$ cat src/hdl/fed_pkg.sv
// Shared constants, codes and types of the feedforward echo delay block.
package fed_pkg;

  localparam int HISTORY_DEPTH = 65536;
  localparam int HIST_AW       = $clog2(HISTORY_DEPTH);

  localparam int SAMPLE_W = 32;
  localparam int DELAY_W  = 16;
  localparam int GAIN_W   = 17;
  localparam int FMT_W    = 2;
  localparam int SEEN_W   = 17;
  localparam int APB_AW   = 4;
  localparam int APB_DW   = 32;

  // Wide enough for delay and history addresses, plus one bit for the wrap sum.
  localparam int CALC_W = ((HIST_AW > DELAY_W) ? HIST_AW : DELAY_W) + 1;

  localparam logic [GAIN_W-1:0] GAIN_ONE = GAIN_W'(65536);
  localparam logic [SEEN_W-1:0] SEEN_MAX = '1;
  localparam logic [7:0]        U8_MID   = 8'd127;

  // Sample format codes. The unused code behaves as signed 32-bit.
  localparam logic [FMT_W-1:0] FMT_U8  = 2'd0;
  localparam logic [FMT_W-1:0] FMT_S16 = 2'd1;
  localparam logic [FMT_W-1:0] FMT_S32 = 2'd2;

  // Register indexes.
  localparam logic [1:0] REG_DELAY  = 2'd0;
  localparam logic [1:0] REG_GAIN   = 2'd1;
  localparam logic [1:0] REG_FORMAT = 2'd2;

  typedef struct packed {
    logic [DELAY_W-1:0] delay;
    logic [GAIN_W-1:0]  gain;
    logic [FMT_W-1:0]   fmt;
  } fed_cfg_t;

  typedef struct packed {
    logic [SAMPLE_W-1:0] sample;
    logic [FMT_W-1:0]    fmt;
    logic [GAIN_W-1:0]   gain;
    logic                pass;
    logic                fwd;
  } fed_item_t;

endpackage

$ cat src/hdl/fed_scale.sv
// Echo datapath: delayed-sample magnitude, gain multiply, wrapping add, output register.
module fed_scale (
  input  logic                        clk,
  input  logic                        rst,
  input  logic                        in_valid,
  output logic                        in_ready,
  input  fed_pkg::fed_item_t          in_item,
  input  logic [fed_pkg::SAMPLE_W-1:0] rdata,
  output logic                        out_valid,
  input  logic                        out_ready,
  output logic [fed_pkg::SAMPLE_W-1:0] out_sample,
  output logic                        out_wrapped
);
  import fed_pkg::*;

  localparam int PROD_W = SAMPLE_W + GAIN_W;
  localparam int SUM_W  = SAMPLE_W + 2;

  logic v1, v2, v3;
  logic en1, en2, en3, eno;

  fed_item_t it1, it2, it3;
  logic                neg2, neg3;
  logic [SAMPLE_W-1:0] mag2, sc3;

  logic [SAMPLE_W-1:0] dv;
  logic                neg1;
  logic [SAMPLE_W-1:0] mag1;
  logic [PROD_W-1:0]   prod;
  logic [SUM_W-1:0]    xv, sv, sum;
  logic [SAMPLE_W-1:0] res, xm;
  logic                wrap;

  // Each stage loads when it is empty or the stage after it is moving on.
  assign eno      = !out_valid || out_ready;
  assign en3      = !v3 || eno;
  assign en2      = !v2 || en3;
  assign en1      = !v1 || en2;
  assign in_ready = en1;

  // Stage 1: sign and magnitude of the delayed sample under the current format.
  always_comb begin
    dv = it1.fwd ? it1.sample : rdata;
    case (it1.fmt)
      FMT_U8: begin
        neg1 = dv[7:0] < U8_MID;
        mag1 = neg1 ? SAMPLE_W'(U8_MID - dv[7:0]) : SAMPLE_W'(dv[7:0] - U8_MID);
      end
      FMT_S16: begin
        neg1 = dv[15];
        mag1 = neg1 ? SAMPLE_W'(16'(-dv[15:0])) : SAMPLE_W'(dv[15:0]);
      end
      default: begin
        neg1 = dv[31];
        mag1 = neg1 ? -dv : dv;
      end
    endcase
  end

  // Stage 2: Q1.16 scaling, truncated toward zero on the magnitude.
  assign prod = PROD_W'(mag2) * PROD_W'(it2.gain);

  // Stage 3: signed add with wrap detection at the sample width.
  always_comb begin
    case (it3.fmt)
      FMT_U8:  xv = SUM_W'(it3.sample[7:0]);
      FMT_S16: xv = {{(SUM_W-16){it3.sample[15]}}, it3.sample[15:0]};
      default: xv = {{(SUM_W-SAMPLE_W){it3.sample[SAMPLE_W-1]}}, it3.sample};
    endcase
    sv  = SUM_W'(sc3);
    sum = neg3 ? xv - sv : xv + sv;
    case (it3.fmt)
      FMT_U8: begin
        wrap = |sum[SUM_W-1:8];
        res  = SAMPLE_W'(sum[7:0]);
        xm   = SAMPLE_W'(it3.sample[7:0]);
      end
      FMT_S16: begin
        wrap = !((&sum[SUM_W-1:15]) || !(|sum[SUM_W-1:15]));
        res  = SAMPLE_W'(sum[15:0]);
        xm   = SAMPLE_W'(it3.sample[15:0]);
      end
      default: begin
        wrap = !((&sum[SUM_W-1:SAMPLE_W-1]) || !(|sum[SUM_W-1:SAMPLE_W-1]));
        res  = sum[SAMPLE_W-1:0];
        xm   = it3.sample;
      end
    endcase
  end

  always_ff @(posedge clk) begin
    if (rst) begin
      v1        <= 1'b0;
      v2        <= 1'b0;
      v3        <= 1'b0;
      out_valid <= 1'b0;
    end else begin
      if (en1) begin
        v1 <= in_valid;
      end
      if (en2) begin
        v2 <= v1;
      end
      if (en3) begin
        v3 <= v2;
      end
      if (eno) begin
        out_valid <= v3;
      end
    end
  end

  always_ff @(posedge clk) begin
    if (en1) begin
      it1 <= in_item;
    end
    if (en2) begin
      it2  <= it1;
      neg2 <= neg1;
      mag2 <= mag1;
    end
    if (en3) begin
      it3  <= it2;
      neg3 <= neg2;
      sc3  <= prod[SAMPLE_W+15:16];
    end
    if (eno) begin
      out_sample  <= it3.pass ? xm : res;
      out_wrapped <= it3.pass ? 1'b0 : wrap;
    end
  end

endmodule

$ cat config.mk
export PLATFORM = sky130hd
export DESIGN_NAME = fed_scale
export DESIGN_NICKNAME = d
export VERILOG_FILES = /design/src/hdl/fed_pkg.sv /design/src/hdl/fed_scale.sv
export SDC_FILE = /design/constraint.sdc
export NUM_CORES = 2
export LEC_CHECK = 0
export BUFFER_PORTS_ARGS = -buffer_cell sky130_fd_sc_hd__buf_2
export CAP_MARGIN = 20
export CORE_MARGIN = 2
export CORE_UTILIZATION = 60
export DETAILED_ROUTE_END_ITERATION = 7
export GPL_ROUTABILITY_DRIVEN = 0
export GPL_TIMING_DRIVEN = 1
export HOLD_SLACK_MARGIN = 0.02
export PLACE_DENSITY = 0.78
export SETUP_SLACK_MARGIN = 0.3
export SLEW_MARGIN = 5
export SYNTH_ARGS = -nofsm -noshare
export SYNTH_HDL_FRONTEND = slang
export SYNTH_SLANG_ARGS = --single-unit
$ cat constraint.sdc
create_clock -name clk -period 18.9 [get_ports clk]
set_input_delay 0 -clock clk [delete_from_list [all_inputs] [get_ports clk]]
set_output_delay 0 -clock clk [all_outputs]
set_load 0.01 [all_outputs]
==> metrics.txt <==
Final Hold Fails=0; max-cap viol count=0; vias in the first global route=22,900; most frequent cells in the layout=495 x inv_1, 476 x nand2_1, 447 x fa_1, 239 x edfxtp_1, 224 x and2_1; gr usage total=29.5%; Die Width=222 um; Clock transition at path regs=0.06 ns; GRT overflow=0; Cell variety after synth=80; most common cell after layout, fill and taps aside=inv_1; Hold Crit Depth=3; Max Clock Skew=0.0267 ns; Hold/Removal Path Class=in -> reg; Top FF cell, synth=edfxtp_1; antenna violations before repair=0; sequential element share of the synthesized area=25.4%; layout cells sized above 1=7.34%; Setup CP Type=reg -> reg; Post-DP HPWL=53,000 um; CTS Buf Count=27; CTS max path bufs=3; asr flop ratio synth=0%; post_cts resized=0; yosys warns=0; crit end category=flip-flop; ANT nets after route=0; Port Buf Inserts=123; Mapped Nets=3,585; fmax=131 MHz; clock root buffer=clkbuf_16; placed cell count=3,521; Die Y-Extent=222 um; DRC=0; CTS tree=built; largest net degree at the start of global routing=69; Starting Density=61.1%; Critical Path AT=7.91 ns; Via-to-Cell Ratio=5.90; Layout area overhead=9.69%; Final Instance Count excl. Fillers=3,647; RSZ-0062 raised after global routing=no; first-pass GRT wire length=116,000 um; pin slew with the least headroom to its limit=1.03 ns; # diodes=0; status=completed; Post-synth EDFFs=239; worst-path fanout max=17; Final #Nets=3,711; H-tree lvl count=1; # IOs=124; Final Max Slew Viols=0; fin crit share=40.2%; Tmin final=7.61 ns; Mapped Cells=2,895; Core Box Area=46,800 um^2; Reg2Reg Depth=20; total negative slack=0 ns; WL/cell=19.6 um; drt first pass iters=8; Worst setup SP type=flip-flop; Worst Path Required=19.21 ns; Slew HR=30.7%; DRT Wirelength=71,500 um; syn avg cell area=9.86 um^2; clock sink total=243; Vias=21,500; Site Rows=79; Seq cells post-synth=243; Die Area=49,300 um^2; Iter 0 DRT Violations=1,927; # setup viols final=0; clk_lat worst skew=0.56 ns; synthesized area=28,500 um^2
==> synth_stat cells, drive strengths merged (6+ instances only) <==
library cell | count | share of area [%]
inv | 496 | 6.5
nand2 | 478 | 6.3
fa | 447 | 31
edfxtp | 239 | 25
and2 | 224 | 4.9
ha | 154 | 6.7
clkbuf | 118 | 1.6
nor2 | 101 | 1.3
a21oi | 96 | 1.7
xnor2 | 80 | 2.5
o21ai | 57 | 1.0
mux2i | 40 | 1.4
nor3 | 35 | 0.61
nor2b | 32 | 0.70
xor2 | 28 | 0.86
a21o | 25 | 0.67
nand3 | 20 | 0.37
o21a | 18 | 0.48
o211ai | 16 | 0.42
nand4 | 15 | 0.33
and3 | 13 | 0.30
nand2b | 13 | 0.28
nor4 | 12 | 0.26
buf | 11 | 0.29
a31oi | 10 | 0.22
or3 | 8 | 0.18
nor3b | 7 | 0.20
o31ai | 7 | 0.18
a211oi | 6 | 0.22
mux2 | 6 | 0.24
o21bai | 6 | 0.16
o221ai | 6 | 0.18
o41ai | 6 | 0.18
==> routing by layer <==
metal	wire (um)	vias up	global-route usage [%]
met2	35600	1075	50.9
met5	0	-	0
met3	5470	240	4.04
met1	27300	10800	37.5
li1	-	9404	-
met4	3090	0	12.3
==> cell type report <==
type | count | area, um^2
clock buffer | 29 | 683
clock inverter | 19 | 210
fill | 3565 | 15400
inverter | 496 | 1860
multi-input combinational | 2027 | 18900
sequential | 243 | 7260
tap | 607 | 759
timing repair buffer | 226 | 1650
==> worst max-delay path, cell delays in order, from the launching register on <==
cell and delay, ns:
edfxtp_1 1.01, nand2_1 0.22, fa_1 0.56, fa_1 0.52, fa_1 0.51, inv_1 0.05, fa_1 0.48, fa_1 0.49
inv_1 0.05, fa_1 0.47, inv_1 0.04, ha_1 0.32, nor2b_1 0.15, o21ai_0 0.15, nand3_1 0.13, o2111ai_1 0.55
nand2_1 0.29, a31oi_1 0.57, o41ai_1 0.25, o41a_1 0.39, xor2_1 0.15
==> per-stage QoR <==
step | cell area [um^2] | setup WS [ns] | util, % | hold WS, ns
5_1_grt | 31300 | 11.08 | 67.0 | 0.0360
4_1_cts | 31200 | 11.14 | 66.7 | 0.0218
3_3_place_gp | 29600 | 11.42 | 63.2 | 0.176
6_report | 31300 | 11.29 | 67.0 | 0.0373
3_5_place_dp | 29600 | 11.17 | 63.2 | 0.178
2_1_floorplan | 28500 | 12.54 | - | 0.0724
==> cell families (layout without fill, tap and decap cells) <==
logic type,after synthesis,count (layout),share of synthesized area (%)
adder cells (fa/ha/maj),601,601,38.1
AND/OR/NAND/NOR,980,980,16.4
AO/OA/AOI/OAI,292,292,6.65
buffers and inverters,625,770,8.43
multiplexers,46,46,1.64
flip-flops,243,243,25.4
XOR/XNOR,108,108,3.31
==> state kept, by name, summed over array words and instances (netlist names) <==
name / cells
v3: 1
out_sample: 32
it2: 52
out_wrapped: 1
neg3: 1
v2: 1
v1: 1
it1: 53
mag2: 32
it3: 35
out_valid: 1
sc3: 32
neg2: 1
==> timing repair <==
action                    CTS  global route
buffers inserted            0             0
hold endpoints to repair   72             0
hold buffers               72             0
==> path summary, 6_finish.rpt <==
kind	from	end	slack (ns)
worst min-delay path	rdata[12]	mag2[12]	0.04
worst max register to register	mag2[15]	sc3[30]	11.29
worst min register to register	it2[22]	it3[22]	0.42
worst max-delay path	mag2[15]	sc3[30]	11.29
Power is not shown: default switching activity piles up to over one toggle a cycle in this logic, so the estimate is an artifact.
