$ cat src/hdl/fed_pkg.sv
// Shared constants, codes and types of the feedforward echo delay block.
package fed_pkg;

  localparam int HISTORY_DEPTH = 65536;
  localparam int HIST_AW       = $clog2(HISTORY_DEPTH);

  localparam int SAMPLE_W = 32;
  localparam int DELAY_W  = 16;
  localparam int GAIN_W   = 17;
  localparam int FMT_W    = 2;
  localparam int SEEN_W   = 17;
  localparam int APB_AW   = 4;
  localparam int APB_DW   = 32;

  // Wide enough for delay and history addresses, plus one bit for the wrap sum.
  localparam int CALC_W = ((HIST_AW > DELAY_W) ? HIST_AW : DELAY_W) + 1;

  localparam logic [GAIN_W-1:0] GAIN_ONE = GAIN_W'(65536);
  localparam logic [SEEN_W-1:0] SEEN_MAX = '1;
  localparam logic [7:0]        U8_MID   = 8'd127;

  // Sample format codes. The unused code behaves as signed 32-bit.
  localparam logic [FMT_W-1:0] FMT_U8  = 2'd0;
  localparam logic [FMT_W-1:0] FMT_S16 = 2'd1;
  localparam logic [FMT_W-1:0] FMT_S32 = 2'd2;

  // Register indexes.
  localparam logic [1:0] REG_DELAY  = 2'd0;
  localparam logic [1:0] REG_GAIN   = 2'd1;
  localparam logic [1:0] REG_FORMAT = 2'd2;

  typedef struct packed {
    logic [DELAY_W-1:0] delay;
    logic [GAIN_W-1:0]  gain;
    logic [FMT_W-1:0]   fmt;
  } fed_cfg_t;

  typedef struct packed {
    logic [SAMPLE_W-1:0] sample;
    logic [FMT_W-1:0]    fmt;
    logic [GAIN_W-1:0]   gain;
    logic                pass;
    logic                fwd;
  } fed_item_t;

endpackage

$ cat src/hdl/fed_regs.sv
// Configuration registers behind the APB-style port.
module fed_regs (
  input  logic                      clk,
  input  logic                      rst,
  input  logic                      psel,
  input  logic                      penable,
  input  logic                      pwrite,
  input  logic [fed_pkg::APB_AW-1:0] paddr,
  input  logic [fed_pkg::APB_DW-1:0] pwdata,
  output logic [fed_pkg::APB_DW-1:0] prdata,
  output logic                      pready,
  output fed_pkg::fed_cfg_t         cfg
);
  import fed_pkg::*;

  logic [1:0] index;
  logic       wr;

  assign pready = 1'b1;
  assign index  = paddr[APB_AW-1:2];
  assign wr     = psel && penable && pwrite;

  always_ff @(posedge clk) begin
    if (rst) begin
      cfg.delay <= '0;
      cfg.gain  <= '0;
      cfg.fmt   <= FMT_S16;
    end else if (wr) begin
      case (index)
        REG_DELAY:  cfg.delay <= pwdata[DELAY_W-1:0];
        REG_GAIN:   cfg.gain  <= pwdata[GAIN_W-1:0];
        REG_FORMAT: cfg.fmt   <= pwdata[FMT_W-1:0];
        default: ;
      endcase
    end
  end

  always_comb begin
    case (index)
      REG_DELAY:  prdata = APB_DW'(cfg.delay);
      REG_GAIN:   prdata = APB_DW'(cfg.gain);
      REG_FORMAT: prdata = APB_DW'(cfg.fmt);
      default:    prdata = '0;
    endcase
  end

endmodule

$ cat config.mk
export PLATFORM = sky130hd
export DESIGN_NAME = fed_regs
export DESIGN_NICKNAME = d
export VERILOG_FILES = /design/src/hdl/fed_pkg.sv /design/src/hdl/fed_regs.sv
export SDC_FILE = /design/constraint.sdc
export NUM_CORES = 1
export LEC_CHECK = 0
export BUFFER_PORTS_ARGS = -buffer_cell sky130_fd_sc_hd__buf_2
export CAP_MARGIN = 0
export CORE_UTILIZATION = 39
export CTS_CLUSTER_SIZE = 16
export DETAILED_ROUTE_END_ITERATION = 12
export PLACE_DENSITY = 0.77
export SLEW_MARGIN = 20
export SYNTH_ARGS = -nofsm -noshare
export SYNTH_HDL_FRONTEND = slang
export SYNTH_SLANG_ARGS = --single-unit
$ cat constraint.sdc
create_clock -name clk -period 1.21 [get_ports clk]
set_clock_uncertainty 0.05 [all_clocks]
set_input_delay 0.242 -clock clk [delete_from_list [all_inputs] [get_ports clk]]
set_output_delay 0.242 -clock clk [all_outputs]
set_load 0.01 [all_outputs]
==> results of run 1 <==
power by group:
| part | leakage, nW | total, W | switching, W | internal, W |
|---|---|---|---|---|
| Clock | 0.0470 | 0.000830 | 0.000384 | 0.000446 |
| Sequential | 0.300 | 0.00118 | 0.00000991 | 0.00117 |
| Combinational | 1.06 | 0.000309 | 0.000151 | 0.000158 |
| Total | 1.40 | 0.00232 | 0.000545 | 0.00177 |
worst paths after layout:
path / endpoint / depth (start not counted)
worst max-delay path: prdata[5] / 3
worst min-delay path: cfg[18] / 3
worst max register to register: cfg[2] / 3
worst min register to register: cfg[14] / 2
cells by family after synthesis:
| family | count (synthesis) | share of synthesized area [%] |
|---|---|---|
| and+or+nand+nor | 77 | 24.57 |
| DFF | 35 | 37.28 |
| AOI/OAI and AO/OA | 2 | 0.5326 |
| buffers and inverters | 28 | 10.05 |
| other | 2 | 0.3996 |
| muxes | 51 | 27.16 |
worst reg2reg max path: stages (launching register included):
cell and delay, ns:
dfxtp_2 0.32, buf_4 0.10, nand2b_1 0.05, mux2i_1 0.14
cells in the mapped netlist:
cell type,number,share of area (%)
and3b_1,1,0.47
buf_2,1,0.27
buf_4,20,8.0
buf_6,1,0.60
clkbuf_1,6,1.2
conb_1,2,0.40
dfxtp_1,35,37
mux2i_1,51,27
nand2_1,2,0.40
nand2b_1,51,17
nand3_2,1,0.53
nand4_1,1,0.33
nor2_1,16,3.2
nor2b_1,1,0.33
nor3_4,1,0.87
nor3b_2,1,0.67
o21ai_0,2,0.53
or3_1,1,0.33
or3b_1,1,0.47
cells in the final DEF, fill, tap and decap left out:
cell type  instances
nand3_2            1
o21ai_1            2
buf_2             73
buf_12             4
dfxtp_2           34
buf_4             28
clkbuf_4           1
conb_1            16
and3b_1            1
buf_6              1
clkbuf_8           6
nand4_1            1
nand2_1            2
clkinv_2           1
buf_8              1
nor3_4             1
nor2_1            16
nand2b_1          51
or3_1              1
nor3b_2            1
or3b_1             1
dfxtp_1            1
nor2b_4            1
mux2i_2            1
mux2i_1           50
repair_timing:
action | 4_1_cts | 5_1_grt
hold endpoints to repair | 0 | 0
setup endpoints to repair | 17 | 17
pin swaps | 1 | 3
gates resized for setup | 38 | 6
buffers inserted | 15 | 3
per-stage QoR:
stage | hold slack (ns) | cells
after floorplan | 0.3473 | 209
after global placement | 0.4187 | 323
after detailed placement | 0.4262 | 323
after CTS | 0.1673 | 345
after global routing | 0.1790 | 348
final | 0.1680 | 348
layer usage:
| metal | GRT usage, % | vias to the layer above | routed length (um) |
|---|---|---|---|
| met5 | 0 | - | 0 |
| met4 | 4.667 | 0 | 34 |
| met3 | 4.501 | 5 | 219 |
| met2 | 28.99 | 61 | 2017 |
| met1 | 21.11 | 733 | 1899 |
| li1 | - | 808 | - |
cell type report:
class,instances,area [um^2],area share (%)
clock buffers,6,82.58,3.129
clock inverters,1,5.005,0.1897
multi-input cells,146,1054,39.92
flip-flops and latches,35,743.2,28.17
well taps,52,65.06,2.466
repair buffers,108,689.4,26.13
==> results.py, run 1 <==
metrics = {
    "clocking": {
        "clk_latency_ns": 0.27,
        "clockBufferDepth": 2,
        "path_clk_slew_ns": 0.07,
        "cts-root-buf": "clkbuf_8",
        "clkSinkCount": 35,
        "htreeDepth": 2,
        "numCtsBuffers": 5,
        "cts_tree": "built",
        "cts_hold_buf": 0,
    },
    "setup_path": {
        "crit_chain": "mux2i_2 > nor2_1 > buf_2",
        "crit_family": "flip-flops",
        "setup.worst_path.class": "flop to output port",
        "r2r_slack_ns": 0.47,
        "critPathArrivalTime_ns": 0.95,
        "crit_path_start_kind": "flop",
        "r2r_start": "cfg[2]",
        "critPathLaunch": "cfg[7]",
        "cp.required_ns": 0.92,
        "crit_path_top_delay_cell": "dfxtp_2",
        "critPathBufInv": 1,
        "worstSetupEndpointType": "output port",
        "slowest_delay_ns": 0.33,
        "path_max_fanout": 2,
    },
    "hold_path": {
        "hold_path.startpoint": "pwdata[16]",
        "hold_class": "primary input to flop",
    },
    "timing": {
        "period_minus_slack_ns": 1.245,
        "worst_slack_ns": -0.03511,
        "setup_tns_ns": -0.08686,
        "setup_violations": 4,
        "period_share_pct": 102.9,
        "rsz0062_at_grt": "yes",
        "report.final.slew_viol_count": 0,
        "timing.fmax_mhz": 803.1,
        "hold_violations": 0,
    },
    "job": {
        "cap_violations": 0,
    },
    "routing": {
        "dr.pass1.iters": 4,
        "via_per_inst": 4.618,
        "drtIter0Drc": 40,
        "ant_nets": 0,
        "drc_errors": 0,
        "wire_per_inst_um": 11.98,
        "vias": 1607,
        "wl_mm": 4.170,
    },
    "synth": {
        "syn-cell-area_um2": 1879,
        "yosysUniqueCellTypes": 19,
        "ys_seq_area_share_pct": 37.28,
        "synth-seq-cells": 35,
        "syn_area_per_cell_um2": 9.637,
        "syn_inst": 195,
        "yosysWarnings": 0,
    },
    "grt": {
        "first_global_vias": 1484,
        "antenna_found_initial": 0,
        "grt_max_degree": 54,
        "grt_use_total_pct": 16.97,
        "grt_pass1_wl_mm": 6.762,
        "grt-ovfl-total": 0,
    },
    "floorplanning": {
        "initial_utilization_pct": 41.72,
        "core_um2": 4504,
        "die-area_um2": 5100,
        "io_pins": 109,
        "die_h_um": 71.42,
        "die_x_um": 71.42,
        "num_rows": 24,
    },
    "layout": {
        "area_delta_synth_final_pct": 40.41,
        "fin_util_pct": 58.58,
        "fillCellCount": 417,
        "largest-register": "cfg",
        "largest_register_ffs": 35,
        "post-route-cell-area_um2": 2639,
        "drive_gt1_share_pct": 52.03,
        "largestRegisters": "cfg: 35 flops",
        "fin_nets": 337,
        "antenna_cells": 0,
    },
    "pwr": {
        "peakVddDrop_uv": 615.6,
        "p_per_area_nw_per_um2": 878.6,
        "finalPower_w": 0.002318,
        "power.leakage_nw": 1.403,
    },
    "placement": {
        "place_ws_ns": -0.1296,
        "dp_hpwl_mm": 2.948,
        "gp_congestion": 0.7274,
        "post_dp_cell_area_um2": 2346,
        "io_buffers": 75,
    },
    "outcome": {
        "failed_checks": "setup timing",
        "status": "finished with violations",
    },
}
Note: power is estimated with default switching activity, not from simulation.
==> run 2, diff against run 1 <==
--- a/config.mk
+++ b/config.mk
@@ -5,12 +5,13 @@
 export SDC_FILE = /design/constraint.sdc
 export NUM_CORES = 1
 export LEC_CHECK = 0
+export ABC_AREA = 1
 export BUFFER_PORTS_ARGS = -buffer_cell sky130_fd_sc_hd__buf_2
 export CAP_MARGIN = 0
 export CORE_UTILIZATION = 39
 export CTS_CLUSTER_SIZE = 16
 export DETAILED_ROUTE_END_ITERATION = 12
-export PLACE_DENSITY = 0.77
+export PLACE_DENSITY = 0.78
 export SLEW_MARGIN = 20
 export SYNTH_ARGS = -nofsm -noshare
 export SYNTH_HDL_FRONTEND = slang
==> results.py, run 2 <==
metrics = {
    "outcome": {
        "status": "finished with violations",
        "failed_checks": "setup timing",
    },
    "layout": {
        "drive_gt1_share_pct": 44.74,
        "antenna_cells": 0,
        "seq_area_um2": 725.7,
        "mostFrequentLayoutCells": "73 x buf_2, 60 x nor2_1, 43 x nand2_1",
        "largest-register": "cfg",
        "post-route-cell-area_um2": 2713,
        "area_delta_synth_final_pct": 46.88,
        "fillCellCount": 421,
        "multiInputGateArea_um2": 929.6,
        "largestRegisters": "cfg: 35 flops",
        "layout_commonest_cell": "buf_2",
        "fin_nets": 412,
        "largest_register_ffs": 35,
    },
    "routing": {
        "ant_nets": 0,
        "dr.pass1.iters": 6,
        "wl_mm": 4.997,
        "wire_per_inst_um": 11.81,
        "drc_errors": 0,
        "vias": 2008,
        "via_per_inst": 4.747,
        "drtIter0Drc": 99,
    },
    "floorplanning": {
        "die-area_um2": 5015,
        "core_um2": 4444,
        "initial_utilization_pct": 41.55,
        "die_h_um": 70.82,
        "io_pins": 109,
        "die_x_um": 70.82,
        "num_rows": 24,
    },
    "timing": {
        "period_minus_slack_ns": 1.267,
        "worst_slack_ns": -0.05667,
        "timing.hold.ws_ns": 0.1447,
        "period_share_pct": 104.7,
        "setup_violations": 20,
        "hold_violations": 0,
        "report.final.slew_viol_count": 0,
        "timing.fmax_mhz": 789.5,
        "rsz0062_at_grt": "yes",
        "setup_tns_ns": -0.4594,
    },
    "synth": {
        "syn_inst": 263,
        "syn-cell-area_um2": 1847,
        "ys_seq_area_share_pct": 37.94,
        "synth_ff_type": "dfxtp_1",
        "yosysUniqueCellTypes": 18,
        "async_flop_share_pct": 0,
        "netlist_top_cells_area": "dfxtp_1 38%, nor2_1 12%, nand3_1 10%, nand2_1 8.7%, buf_4 8.1%",
        "synth_edf_count": 0,
        "synthTopCellsByCount": "61 x nor2_1, 43 x nand2_1, 37 x nand3_1, 35 x dfxtp_1, 20 x buf_4",
        "synth-seq-cells": 35,
        "synth_top_area_cell": "dfxtp_1",
        "netlist.area_leader.share_pct": 37.94,
        "syn_area_per_cell_um2": 7.022,
        "yosysWarnings": 0,
        "yosysMostFrequentCell": "nor2_1",
    },
    "placement": {
        "post_dp_cell_area_um2": 2316,
        "io_buffers": 75,
        "dp_hpwl_mm": 3.087,
        "place_ws_ns": -0.09670,
        "gp_congestion": 0.7910,
    },
    "clocking": {
        "cts-root-buf": "clkbuf_8",
        "numCtsBuffers": 5,
        "clkSinkCount": 35,
        "path_clk_slew_ns": 0.07,
        "cts_tree": "built",
        "clk_latency_ns": 0.28,
        "clockBufferDepth": 2,
        "htreeDepth": 2,
    },
    "grt": {
        "grt_pass1_wl_mm": 8.431,
        "grt-ovfl-total": 0,
        "first_global_vias": 1899,
        "grt_use_met3_pct": 4.701,
        "antenna_found_initial": 0,
        "grt_max_degree": 36,
        "grt_util_met2_pct": 38.78,
        "use_met1_pct": 24.91,
        "grt_most_used_layer": "met2",
        "grt_use_total_pct": 21.30,
    },
    "pwr": {
        "p_per_area_nw_per_um2": 980.1,
        "power.leakage_nw": 1.451,
        "peakVddDrop_uv": 513.8,
    },
    "setup_path": {
        "path_max_fanout": 7,
        "setup.worst_path.class": "primary input to output port",
        "worstSetupEndpointType": "output port",
        "crit_path_start_kind": "primary input",
        "critPathArrivalTime_ns": 0.97,
        "cp.required_ns": 0.92,
    },
    "hold_path": {
        "hold_class": "primary input to flop",
    },
    "job": {
        "cap_violations": 0,
    },
}
[run 2: cell count changes after synthesis, sizes merged, moves of 3 or more]
| cell | change |
|---|---|
| a22o | +14 |
| mux2i | -51 |
| nor2 | +60 |
| nand2b | -51 |
| nand2 | +43 |
| clkbuf | -3 |
| buf | +5 |
| nand3 | +37 |
| inv | +21 |
[run 2: final cells by class]
| class | instances | area share (%) |
|---|---|---|
| clock inverters | 1 | 1.107 |
| repair buffers | 117 | 29.47 |
| flip-flops and latches | 35 | 26.75 |
| well taps | 52 | 2.399 |
| clock buffers | 6 | 2.675 |
| inverters | 22 | 3.321 |
| multi-input cells | 190 | 34.27 |
[run 2: metal layers]
metal	vias up	part of all wire, %
met5	-	0
met4	0	1.4
met3	9	6.1
met2	79	51
met1	913	42
li1	1007	-
[run 2: path summary, 6_finish.rpt]
path | from | to | slack [ns] | cells after the start
min reg2reg | cfg[16] | cfg[16] | 0.44 | 2
max reg2reg | cfg[26] | cfg[26] | 0.45 | 3
min | pwdata[0] | cfg[0] | 0.14 | 3
max | paddr[2] | prdata[3] | -0.06 | 7
[run 2: per-stage QoR]
stage               utilization, %  power, W  cells
detailed placement           52.11  0.001587    392
floorplan                        -  0.001474    277
CTS                          60.42  0.002671    423
finish                       61.04  0.002659    423
global placement             52.11  0.001580    392
global route                 61.04  0.002788    423
[run 2: kinds of logic (layout without fill, tap and decap cells)]
family / Yosys count / count (layout) / share of synthesized area (%)
buffers and inverters: 52 / 146 / 15.78
flip-flops: 35 / 35 / 37.94
AO/OA/AOI/OAI: 15 / 15 / 6.910
other: 2 / 16 / 0.4067
AND/OR/NAND/NOR: 159 / 159 / 38.96
[run 2: what timing repair did]
action / in CTS / in global routing
pin swaps: 15 / 3
endpoints found under the setup margin: 17 / 21
gates cloned: 1 / 0
gates resized for setup: 38 / 8
hold buffers: 0 / 0
setup buffers: 23 / 0
[run 2: critical path, stage by stage]
cell	delay, ns
buf_12	0.11
inv_6	0.05
nor2_4	0.04
buf_6	0.13
buf_6	0.11
a22o_1	0.16
buf_2	0.13
[run 2: power by group]
group | internal, W | total [W] | switching [W]
sequential | 0.00118 | 0.00120 | 0.0000171
combinational | 0.000202 | 0.000445 | 0.000243
clock | 0.000604 | 0.00102 | 0.000413
total | 0.00199 | 0.00266 | 0.000673
